===== src/design/nnd_pkg.sv =====
// ----------------------------------------------------------------------------
// nnd_pkg
// Shared types, constants and helpers of the nearest-neighbor downscaler:
// register indexes, sizes, divider job codes, controller states and the
// command/status bundles between controller and datapath.
// ----------------------------------------------------------------------------
package nnd_pkg;

	// Largest effective image dimension
	localparam logic [31:0] MAX_DIM = 32'd4096;

	// Field widths
	localparam int CFG_W   = 13;
	localparam int PIX_W   = 32;
	localparam int COORD_W = 12;
	localparam int IDX_W   = 4;

	// Divider sizes: dividend is a counter times a dimension
	localparam int DVD_W = 2 * CFG_W;
	localparam int CNT_W = $clog2(DVD_W + 1);

	// Reset value of every size register
	localparam logic [CFG_W-1:0] CFG_RESET = CFG_W'(4096);

	// Register indexes
	localparam logic [IDX_W-1:0] REG_SRC_WIDTH  = IDX_W'(0);
	localparam logic [IDX_W-1:0] REG_SRC_HEIGHT = IDX_W'(1);
	localparam logic [IDX_W-1:0] REG_DST_WIDTH  = IDX_W'(2);
	localparam logic [IDX_W-1:0] REG_DST_HEIGHT = IDX_W'(3);

	// Divider jobs run after reset or a size change
	typedef enum logic [1:0] {
		JOB_COL_STEP,
		JOB_ROW_STEP,
		JOB_COL_CUR,
		JOB_ROW_CUR
	} job_t;

	// Controller states
	typedef enum logic [1:0] {
		ST_RUN,
		ST_START,
		ST_WAIT
	} state_t;

	// Controller to datapath
	typedef struct packed {
		logic run;
		logic clear_dirty;
		logic div_start;
		logic commit;
		job_t job;
	} ctrl_cmd_t;

	// Datapath to controller
	typedef struct packed {
		logic dirty;
		logic div_done;
	} dp_stat_t;

	// Zero counts as one, anything above hi counts as hi
	function automatic logic [CFG_W-1:0] clamp_dim(input logic [CFG_W-1:0] v,
		input logic [31:0] hi);
		logic [CFG_W-1:0] r;
		if (v == '0) begin
			r = CFG_W'(1);
		end else if ({{(32-CFG_W){1'b0}}, v} > hi) begin
			r = hi[CFG_W-1:0];
		end else begin
			r = v;
		end
		return r;
	endfunction

endpackage


===== src/design/nnd_div.sv =====
// ----------------------------------------------------------------------------
// nnd_div
// Restoring radix-2 divider: one quotient bit per cycle over all DVD_W
// dividend bits, one-cycle done pulse with quotient and remainder held after.
// ----------------------------------------------------------------------------
module nnd_div (
	input  logic                        clk,
	input  logic                        arst_n,
	input  logic                        start,
	input  logic [nnd_pkg::DVD_W-1:0]   dividend,
	input  logic [nnd_pkg::CFG_W-1:0]   divisor,
	output logic                        done,
	output logic [nnd_pkg::DVD_W-1:0]   quotient,
	output logic [nnd_pkg::CFG_W-1:0]   remainder
);

	logic                        busy_q;
	logic                        done_q;
	logic [nnd_pkg::CNT_W-1:0]   cnt_q;
	logic [nnd_pkg::DVD_W-1:0]   dvd_q;
	logic [nnd_pkg::CFG_W-1:0]   rem_q;
	logic [nnd_pkg::CFG_W-1:0]   dsr_q;

	logic [nnd_pkg::CFG_W:0]     rem_sh;
	logic                        ge;
	logic [nnd_pkg::CFG_W:0]     rem_diff;

	// Shift in the next dividend bit and try the subtract
	always_comb begin
		rem_sh   = {rem_q, dvd_q[nnd_pkg::DVD_W-1]};
		ge       = rem_sh >= {1'b0, dsr_q};
		rem_diff = rem_sh - {1'b0, dsr_q};
	end

	// Control: count the bits
	always_ff @(posedge clk or negedge arst_n) begin
		if (!arst_n) begin
			busy_q <= 1'b0;
			done_q <= 1'b0;
			cnt_q  <= '0;
		end else begin
			done_q <= 1'b0;
			if (start) begin
				busy_q <= 1'b1;
				cnt_q  <= nnd_pkg::CNT_W'(nnd_pkg::DVD_W);
			end else if (busy_q) begin
				cnt_q <= cnt_q - nnd_pkg::CNT_W'(1);
				if (cnt_q == nnd_pkg::CNT_W'(1)) begin
					busy_q <= 1'b0;
					done_q <= 1'b1;
				end
			end
		end
	end

	// Datapath: load operands, then one restoring step per cycle
	always_ff @(posedge clk) begin
		if (start) begin
			dvd_q <= dividend;
			dsr_q <= divisor;
			rem_q <= '0;
		end else if (busy_q) begin
			dvd_q <= {dvd_q[nnd_pkg::DVD_W-2:0], ge};
			rem_q <= ge ? rem_diff[nnd_pkg::CFG_W-1:0] : rem_sh[nnd_pkg::CFG_W-1:0];
		end
	end

	assign done      = done_q;
	assign quotient  = dvd_q;
	assign remainder = rem_q;

endmodule


===== src/design/nnd_ctrl.sv =====
// ----------------------------------------------------------------------------
// nnd_ctrl
// Controller: lets pixels through while the mapping is current; after reset
// or a size write it runs the four divider jobs that rebuild the mapping.
// ----------------------------------------------------------------------------
module nnd_ctrl (
	input  logic                 clk,
	input  logic                 arst_n,
	input  nnd_pkg::dp_stat_t    stat,
	output nnd_pkg::ctrl_cmd_t   cmd
);

	nnd_pkg::state_t state_q, state_d;
	nnd_pkg::job_t   job_q, job_d;

	// State and job registers
	always_ff @(posedge clk or negedge arst_n) begin
		if (!arst_n) begin
			state_q <= nnd_pkg::ST_RUN;
			job_q   <= nnd_pkg::JOB_COL_STEP;
		end else begin
			state_q <= state_d;
			job_q   <= job_d;
		end
	end

	// Next state and commands
	always_comb begin
		state_d         = state_q;
		job_d           = job_q;
		cmd.run         = 1'b0;
		cmd.clear_dirty = 1'b0;
		cmd.div_start   = 1'b0;
		cmd.commit      = 1'b0;
		cmd.job         = job_q;
		case (state_q)
			nnd_pkg::ST_RUN: begin
				if (stat.dirty) begin
					cmd.clear_dirty = 1'b1;
					job_d           = nnd_pkg::JOB_COL_STEP;
					state_d         = nnd_pkg::ST_START;
				end else begin
					cmd.run = 1'b1;
				end
			end
			nnd_pkg::ST_START: begin
				cmd.div_start = 1'b1;
				state_d       = nnd_pkg::ST_WAIT;
			end
			nnd_pkg::ST_WAIT: begin
				if (stat.div_done) begin
					cmd.commit = 1'b1;
					if (job_q == nnd_pkg::JOB_ROW_CUR) begin
						state_d = nnd_pkg::ST_RUN;
					end else begin
						job_d   = nnd_pkg::job_t'(job_q + 2'd1);
						state_d = nnd_pkg::ST_START;
					end
				end
			end
			default: begin
				state_d = nnd_pkg::ST_RUN;
			end
		endcase
	end

endmodule


===== src/design/nnd_datapath.sv =====
// ----------------------------------------------------------------------------
// nnd_datapath
// Size registers, source and destination counters, the incremental
// coordinate mapping with its divider, and the output register.
// ----------------------------------------------------------------------------
module nnd_datapath (
	input  logic                          clk,
	input  logic                          arst_n,
	input  nnd_pkg::ctrl_cmd_t            cmd,
	output nnd_pkg::dp_stat_t             stat,
	// Configuration
	input  logic                          cfg_valid,
	output logic                          cfg_ready,
	input  logic [nnd_pkg::IDX_W-1:0]     cfg_index,
	input  logic [nnd_pkg::CFG_W-1:0]     cfg_data,
	// Source pixels
	input  logic                          in_valid,
	output logic                          in_stall,
	input  logic [nnd_pkg::PIX_W-1:0]     src_pixel,
	// Destination pixels
	output logic                          out_valid,
	input  logic                          out_stall,
	output logic [nnd_pkg::PIX_W-1:0]     dst_pixel,
	output logic [nnd_pkg::COORD_W-1:0]   dst_x,
	output logic [nnd_pkg::COORD_W-1:0]   dst_y,
	output logic                          frame_end
);

	localparam int W = nnd_pkg::CFG_W;

	// Size registers and mapping-stale flag
	logic [W-1:0] src_width_q, src_height_q, dst_width_q, dst_height_q;
	logic         dirty_q;

	// Frame counters
	logic [W-1:0] src_col_q, src_row_q, out_col_q, out_row_q;

	// Mapping: current source column/row wanted, remainders, and steps
	logic [W-1:0] col_q_q, col_r_q, row_q_q, row_r_q;
	logic [W-1:0] col_qs_q, col_rs_q, row_qs_q, row_rs_q;

	// Output register
	logic                          out_valid_q;
	logic [nnd_pkg::PIX_W-1:0]     pix_q;
	logic [nnd_pkg::COORD_W-1:0]   x_q, y_q;
	logic                          last_q;

	// Effective sizes
	logic [W-1:0] sw, sh, dw, dh;

	// Divider
	logic [nnd_pkg::DVD_W-1:0] div_dvd;
	logic [W-1:0]              div_dsr;
	logic                      div_done;
	logic [nnd_pkg::DVD_W-1:0] div_quo;
	logic [W-1:0]              div_rem;

	// Per-pixel decision
	logic         row_live, col_live, row_hit, emit, last_pix;
	logic         take, out_pop;
	logic [W:0]   src_col_inc, src_row_inc;
	logic         row_end, frame_done;
	logic [W:0]   col_r_sum, row_r_sum;
	logic         col_carry, row_carry;
	logic [W-1:0] col_q_nx, col_r_nx, row_q_nx, row_r_nx;

	always_comb begin
		sw = nnd_pkg::clamp_dim(src_width_q, nnd_pkg::MAX_DIM);
		sh = nnd_pkg::clamp_dim(src_height_q, nnd_pkg::MAX_DIM);
		dw = nnd_pkg::clamp_dim(dst_width_q, {{(32-W){1'b0}}, sw});
		dh = nnd_pkg::clamp_dim(dst_height_q, {{(32-W){1'b0}}, sh});
	end

	// Divider operands by job
	always_comb begin
		case (cmd.job)
			nnd_pkg::JOB_COL_STEP: begin
				div_dvd = {{W{1'b0}}, sw};
				div_dsr = dw;
			end
			nnd_pkg::JOB_ROW_STEP: begin
				div_dvd = {{W{1'b0}}, sh};
				div_dsr = dh;
			end
			nnd_pkg::JOB_COL_CUR: begin
				div_dvd = nnd_pkg::DVD_W'(out_col_q) * nnd_pkg::DVD_W'(sw);
				div_dsr = dw;
			end
			nnd_pkg::JOB_ROW_CUR: begin
				div_dvd = nnd_pkg::DVD_W'(out_row_q) * nnd_pkg::DVD_W'(sh);
				div_dsr = dh;
			end
			default: begin
				div_dvd = '0;
				div_dsr = dw;
			end
		endcase
	end

	nnd_div u_div (
		.clk       (clk),
		.arst_n    (arst_n),
		.start     (cmd.div_start),
		.dividend  (div_dvd),
		.divisor   (div_dsr),
		.done      (div_done),
		.quotient  (div_quo),
		.remainder (div_rem)
	);

	// Decide the fate of the pixel at the head of the input
	always_comb begin
		row_live    = out_row_q < dh;
		col_live    = out_col_q < dw;
		row_hit     = row_live && (src_row_q == row_q_q);
		emit        = row_hit && col_live && (src_col_q == col_q_q);
		last_pix    = ((out_col_q + W'(1)) == dw) && ((out_row_q + W'(1)) == dh);
		out_pop     = out_valid_q && !out_stall;
		in_stall    = !cmd.run || (emit && out_valid_q && out_stall);
		take        = in_valid && !in_stall;
		src_col_inc = {1'b0, src_col_q} + (W+1)'(1);
		src_row_inc = {1'b0, src_row_q} + (W+1)'(1);
		row_end     = src_col_inc >= {1'b0, sw};
		frame_done  = src_row_inc >= {1'b0, sh};
	end

	// Advance the mapping by one step: add the step, fold the remainder once
	always_comb begin
		col_r_sum = {1'b0, col_r_q} + {1'b0, col_rs_q};
		col_carry = col_r_sum >= {1'b0, dw};
		col_r_nx  = col_carry ? W'(col_r_sum - {1'b0, dw}) : col_r_sum[W-1:0];
		col_q_nx  = col_q_q + col_qs_q + W'(col_carry);
		row_r_sum = {1'b0, row_r_q} + {1'b0, row_rs_q};
		row_carry = row_r_sum >= {1'b0, dh};
		row_r_nx  = row_carry ? W'(row_r_sum - {1'b0, dh}) : row_r_sum[W-1:0];
		row_q_nx  = row_q_q + row_qs_q + W'(row_carry);
	end

	// Size registers; a write to any of the four marks the mapping stale
	always_ff @(posedge clk or negedge arst_n) begin
		if (!arst_n) begin
			src_width_q  <= nnd_pkg::CFG_RESET;
			src_height_q <= nnd_pkg::CFG_RESET;
			dst_width_q  <= nnd_pkg::CFG_RESET;
			dst_height_q <= nnd_pkg::CFG_RESET;
			dirty_q      <= 1'b1;
		end else begin
			if (cmd.clear_dirty) begin
				dirty_q <= 1'b0;
			end
			if (cfg_valid) begin
				case (cfg_index)
					nnd_pkg::REG_SRC_WIDTH: begin
						src_width_q <= cfg_data;
						dirty_q     <= 1'b1;
					end
					nnd_pkg::REG_SRC_HEIGHT: begin
						src_height_q <= cfg_data;
						dirty_q      <= 1'b1;
					end
					nnd_pkg::REG_DST_WIDTH: begin
						dst_width_q <= cfg_data;
						dirty_q     <= 1'b1;
					end
					nnd_pkg::REG_DST_HEIGHT: begin
						dst_height_q <= cfg_data;
						dirty_q      <= 1'b1;
					end
					default: begin
					end
				endcase
			end
		end
	end

	// Counters and mapping: step on each taken pixel, reload from divider
	always_ff @(posedge clk or negedge arst_n) begin
		if (!arst_n) begin
			src_col_q <= '0;
			src_row_q <= '0;
			out_col_q <= '0;
			out_row_q <= '0;
			col_q_q   <= '0;
			col_r_q   <= '0;
			row_q_q   <= '0;
			row_r_q   <= '0;
			col_qs_q  <= '0;
			col_rs_q  <= '0;
			row_qs_q  <= '0;
			row_rs_q  <= '0;
		end else if (cmd.commit) begin
			case (cmd.job)
				nnd_pkg::JOB_COL_STEP: begin
					col_qs_q <= div_quo[W-1:0];
					col_rs_q <= div_rem;
				end
				nnd_pkg::JOB_ROW_STEP: begin
					row_qs_q <= div_quo[W-1:0];
					row_rs_q <= div_rem;
				end
				nnd_pkg::JOB_COL_CUR: begin
					col_q_q <= div_quo[W-1:0];
					col_r_q <= div_rem;
				end
				nnd_pkg::JOB_ROW_CUR: begin
					row_q_q <= div_quo[W-1:0];
					row_r_q <= div_rem;
				end
				default: begin
				end
			endcase
		end else if (take) begin
			if (frame_done && row_end) begin
				// Rewind the whole frame
				src_col_q <= '0;
				src_row_q <= '0;
				out_col_q <= '0;
				out_row_q <= '0;
				col_q_q   <= '0;
				col_r_q   <= '0;
				row_q_q   <= '0;
				row_r_q   <= '0;
			end else if (row_end) begin
				src_col_q <= '0;
				src_row_q <= src_row_inc[W-1:0];
				if (row_hit) begin
					out_col_q <= '0;
					col_q_q   <= '0;
					col_r_q   <= '0;
					out_row_q <= out_row_q + W'(1);
					row_q_q   <= row_q_nx;
					row_r_q   <= row_r_nx;
				end else if (emit) begin
					out_col_q <= out_col_q + W'(1);
					col_q_q   <= col_q_nx;
					col_r_q   <= col_r_nx;
				end
			end else begin
				src_col_q <= src_col_inc[W-1:0];
				if (emit) begin
					out_col_q <= out_col_q + W'(1);
					col_q_q   <= col_q_nx;
					col_r_q   <= col_r_nx;
				end
			end
		end
	end

	// Output valid: set on an emitted pixel, drop when taken
	always_ff @(posedge clk or negedge arst_n) begin
		if (!arst_n) begin
			out_valid_q <= 1'b0;
		end else if (take && emit) begin
			out_valid_q <= 1'b1;
		end else if (out_pop) begin
			out_valid_q <= 1'b0;
		end
	end

	// Output payload
	always_ff @(posedge clk) begin
		if (take && emit) begin
			pix_q  <= src_pixel;
			x_q    <= out_col_q[nnd_pkg::COORD_W-1:0];
			y_q    <= out_row_q[nnd_pkg::COORD_W-1:0];
			last_q <= last_pix;
		end
	end

	assign cfg_ready     = 1'b1;
	assign stat.dirty    = dirty_q;
	assign stat.div_done = div_done;
	assign out_valid     = out_valid_q;
	assign dst_pixel     = pix_q;
	assign dst_x         = x_q;
	assign dst_y         = y_q;
	assign frame_end     = last_q;

endmodule


===== src/design/nearest_neighbor_downscaler_core.sv =====
// ----------------------------------------------------------------------------
// nearest_neighbor_downscaler_core
// Streaming nearest-neighbor downscaler for 32-bit BGRA pixels in raster
// order; passes the source pixel nearest each destination pixel.
// ----------------------------------------------------------------------------
// A source pixel is taken every clock while the mapping is current, and one
// whose result cannot be placed waits only when the output register is full
// and stalled; dropped pixels keep flowing. The mapping from destination to
// source coordinates advances incrementally by a precomputed quotient and
// remainder. After reset, and after any size register write, the block
// rebuilds that mapping with a bit-serial divider run four times (the
// controller first notices the change, then each run has a start state,
// 26 divide steps and a commit) during which no pixel is taken;
// configuration writes are taken at any time. Destination sizes are clamped
// to the source sizes, a size of zero counts as one, and the frame counters
// rewind after the last source pixel of each frame.
// ----------------------------------------------------------------------------
module nearest_neighbor_downscaler_core (
	input  logic                          clk,
	input  logic                          arst_n,
	// Configuration
	input  logic                          cfg_valid,
	output logic                          cfg_ready,
	input  logic [nnd_pkg::IDX_W-1:0]     cfg_index,
	input  logic [nnd_pkg::CFG_W-1:0]     cfg_data,
	// Source pixels
	input  logic                          in_valid,
	output logic                          in_stall,
	input  logic [nnd_pkg::PIX_W-1:0]     src_pixel,
	// Destination pixels
	output logic                          out_valid,
	input  logic                          out_stall,
	output logic [nnd_pkg::PIX_W-1:0]     dst_pixel,
	output logic [nnd_pkg::COORD_W-1:0]   dst_x,
	output logic [nnd_pkg::COORD_W-1:0]   dst_y,
	output logic                          frame_end
);

	nnd_pkg::ctrl_cmd_t cmd;
	nnd_pkg::dp_stat_t  stat;

	// Sequence the mapping rebuilds
	nnd_ctrl u_ctrl (
		.clk    (clk),
		.arst_n (arst_n),
		.stat   (stat),
		.cmd    (cmd)
	);

	// Counters, mapping and output register
	nnd_datapath u_datapath (
		.clk       (clk),
		.arst_n    (arst_n),
		.cmd       (cmd),
		.stat      (stat),
		.cfg_valid (cfg_valid),
		.cfg_ready (cfg_ready),
		.cfg_index (cfg_index),
		.cfg_data  (cfg_data),
		.in_valid  (in_valid),
		.in_stall  (in_stall),
		.src_pixel (src_pixel),
		.out_valid (out_valid),
		.out_stall (out_stall),
		.dst_pixel (dst_pixel),
		.dst_x     (dst_x),
		.dst_y     (dst_y),
		.frame_end (frame_end)
	);

endmodule

===== config.mk =====
export PLATFORM = sky130hd
export DESIGN_NAME = nearest_neighbor_downscaler_core
export DESIGN_NICKNAME = d
export VERILOG_FILES = /design/src/design/nnd_pkg.sv /design/src/design/nnd_div.sv /design/src/design/nnd_ctrl.sv /design/src/design/nnd_datapath.sv /design/src/design/nearest_neighbor_downscaler_core.sv
export SDC_FILE = /design/constraint.sdc
export NUM_CORES = 2
export LEC_CHECK = 0
export BUFFER_PORTS_ARGS = -buffer_cell sky130_fd_sc_hd__buf_2
export CORE_ASPECT_RATIO = 1.4
export CORE_MARGIN = 2
export CORE_UTILIZATION = 40
export CTS_CLUSTER_SIZE = 40
export DETAILED_ROUTE_END_ITERATION = 8
export PLACE_DENSITY = 0.53
export RECOVER_POWER = 25
export SETUP_SLACK_MARGIN = 0.15
export SLEW_MARGIN = 20
export SYNTH_ARGS = -nofsm -noshare
export SYNTH_HDL_FRONTEND = slang
export SYNTH_HIERARCHICAL = 1
export SYNTH_SLANG_ARGS = --single-unit

===== constraint.sdc =====
create_clock -name clk -period 27.9 [get_ports clk]
set_input_delay 4.185 -clock clk [delete_from_list [all_inputs] [get_ports clk]]
set_output_delay 4.185 -clock clk [all_outputs]
set_load 0.05 [all_outputs]

==> flow_summary.ini <==
[critical_path]
critPathCaptureType = primary output
startpoint_type = register
arrival_ns = 7.39
cp_max_fo = 31
crit_required_ns = 23.72
crit_type = register to primary output

[timing]
worst_slew_pin_slew_ns = 5.84
slew_viol_final = 292
finalHoldViolCount = 0
setup_viol = 0
period_needed_ns = 11.58
rsz0062_at_grt = false
finalCritPeriodShare_pct = 41.5
max_freq_ghz = 0.0864
timing.slew.headroom_pct = -289
setup_tns_ns = 0
fin_skew_ns = 0.0242

[clock_tree]
postCtsSetupBuffers = 0
cts_resized = 0
cts_max_level = 2
ctsHoldBuffers = 0
clk_latency_ns = 0.59
cts_tree = yes
cts_buffers = 39
path_clk_slew_ns = 0.06
clock_sink_count = 330
cts_root_buf = clkbuf_16
clockBufferDepth = 3

[power]
max-vdd-ir-drop_uv = 40.3
pwr-share-comb_pct = 43.1
p_per_area_nw_per_um2 = 59.9
switchingPower_w = 0.000875
clkPwrFrac_pct = 25.2
p_leak_nw = 17.0
seq_power_share_pct = 31.8
power.internal_w = 0.00125
switching_share_pct = 41.3

[global_routing]
grt_pass1_wl_mm = 161
grt_overflow_total = 0
grt_pass1_vias = 25800
globalRouteTotalUtil_pct = 25.6
antenna_found_initial = 1
grt_max_degree = 100

[drt]
drtPass1Iterations = 5
vias = 25000
via_per_inst = 5.47
wl_per_cell_um = 23.2
first_iter_violations = 1431
drc = 0
ant_nets = 0
drt_wl_total_mm = 106

[die]
die-area_um2 = 83800
pin_count = 114
fp.dieH_um = 342
core_area_um2 = 80500
initial_core_util_pct = 40.5
die_x_um = 245
row_count = 123

[yosys]
netlist.area_leader.share_pct = 16.6
ys.flop_type = dfrtp_1
synthesis.nets = 4040
synth-async-reset-ratio_pct = 67.0
synthesis.area_um2 = 32600
synth_top_area_cell = dfrtp_1
synthCells = 3421
synth-seq-area-share_pct = 26.6
synth_edf_count = 96
yosys_warnings = 6
ys_seq_elements = 330
ys_types = 109
syn_area_per_cell_um2 = 9.52
synth_area_leaders = dfrtp_1 (17%), fa_1 (15%), ha_1 (12%)

[run_status]
violations = capacitance limit, slew limit
status = finished with violations

[placement]
place_congestion = 0.911
post-dp-hpwl_mm = 82.5
port_buffers = 112

[finish]
syn_to_final_growth_pct = 8.77
finish.utilization_pct = 44.0
num-nets-final = 4094
n_antenna_cell = 0
layout-drive-gt1-share_pct = 11.8
largest_register_ffs = 32

[run]
cap_violations = 6

[min_path]
hold_class = register to register
[cells by family after synthesis]
group / after synthesis / synth area share, %
AND/OR/NAND/NOR: 1007 / 14.9
multiplexers: 200 / 7.07
flip-flops: 330 / 26.6
XOR/XNOR: 201 / 5.40
buffers and inverters: 573 / 7.06
adder cells (fa/ha/maj): 565 / 27.5
other: 1 / 0.0115
AO/OA/AOI/OAI: 544 / 11.5
[cell type report]
class | instances | area, µm²
clock buffers | 54 | 1100
flip-flops and latches | 330 | 8680
fillers | 7882 | 45100
inverters | 407 | 1530
clock inverters | 18 | 185
repair buffers | 179 | 972
well taps | 1062 | 1330
multi-input cells | 2518 | 21600
[cells in the final DEF (no fill, tap or decap), drive strengths merged, types with 128 or more instances in the layout]
| master | count |
|---|---|
| fa | 251 |
| dfrtp | 216 |
| o21ai | 128 |
| xnor2 | 137 |
| nor2 | 163 |
| inv | 409 |
| buf | 154 |
| mux2 | 134 |
| nand2 | 422 |
| ha | 314 |
[routing by layer]
metal  track usage, %  share of wire (%)  wire length (µm)  up-vias
li1                 -                  -                 -    11700
met1             29.4                 38             40600    12400
met2             46.2                 51             54400      642
met3             2.67                3.9              4080      218
met4             14.3                6.4              6780        0
met5                0                  0                 0        -
[power groups by stage]
| stage | clock network, W | logic, W | registers (W) |
|---|---|---|---|
| after global placement | 0 | 0.000901 | 0.000684 |
| after detailed placement | 0 | 0.000904 | 0.000684 |
| after floorplan | 0 | 0.000662 | 0.000614 |
| final | 0.000533 | 0.000914 | 0.000674 |
| after CTS | 0.000547 | 0.000910 | 0.000676 |
| after global routing | 0.000564 | 0.00100 | 0.000682 |
[per-stage QoR]
step	hold slack [ns]	setup WS, ns	cell area (µm²)	cells	power [W]
2_1_floorplan	0.448	17.75	32600	3421	0.00128
3_3_place_gp	0.478	17.10	34300	4496	0.00158
3_5_place_dp	0.487	16.94	34300	4496	0.00159
4_1_cts	0.502	16.30	35500	4568	0.00213
5_1_grt	0.519	15.98	35400	4568	0.00225
6_report	0.501	16.32	35400	4568	0.00212
[cells in the mapped netlist (all sizes together) (53+ instances only)]
library cell / n
ha: 314
nor2b: 53
nor2: 163
fa: 251
xnor2: 137
and2: 95
nand3: 57
a21oi: 109
clkbuf: 110
edfxtp: 96
nor3: 54
mux2i: 56
o21ai: 128
nand2: 422
buf: 55
a21o: 57
dfrtp: 216
xor2: 64
mux2: 134
inv: 406
[final timing paths]
path                                        startpoint  depth (start not counted)                      to  slack, ns
max                        u_datapath/src_height_q[12]                         17                in_stall      16.32
min                             u_datapath/row_r_q[10]                          2  u_datapath/row_r_q[10]       0.50
max reg2reg                u_datapath/src_height_q[12]                         30  u_datapath/row_q_q[12]      18.56
min reg2reg                     u_datapath/row_r_q[10]                          2  u_datapath/row_r_q[10]       0.50
max in group asynchronous                       arst_n                          3         u_ctrl/job_q[0]      18.21
min in group asynchronous                       arst_n                          1   u_datapath/row_q_q[5]       5.77
[worst max-delay path: stages (launching register included)]
cell       delay (ns)
dfstp_2          0.57
nor2b_1          0.86
inv_1            0.35
ha_1             0.38
and3_1           0.18
and3_1           0.22
a211o_1          0.57
o311ai_0         1.01
ha_1             0.29
nor2b_1          0.05
o21a_1           0.17
o21a_1           0.16
o21ai_0          0.16
a2111oi_0        0.14
or3_1            0.59
or2_1            0.52
o21ai_0          0.27
buf_2            0.30
No activity file was read; power rests on OpenSTA's default activity.
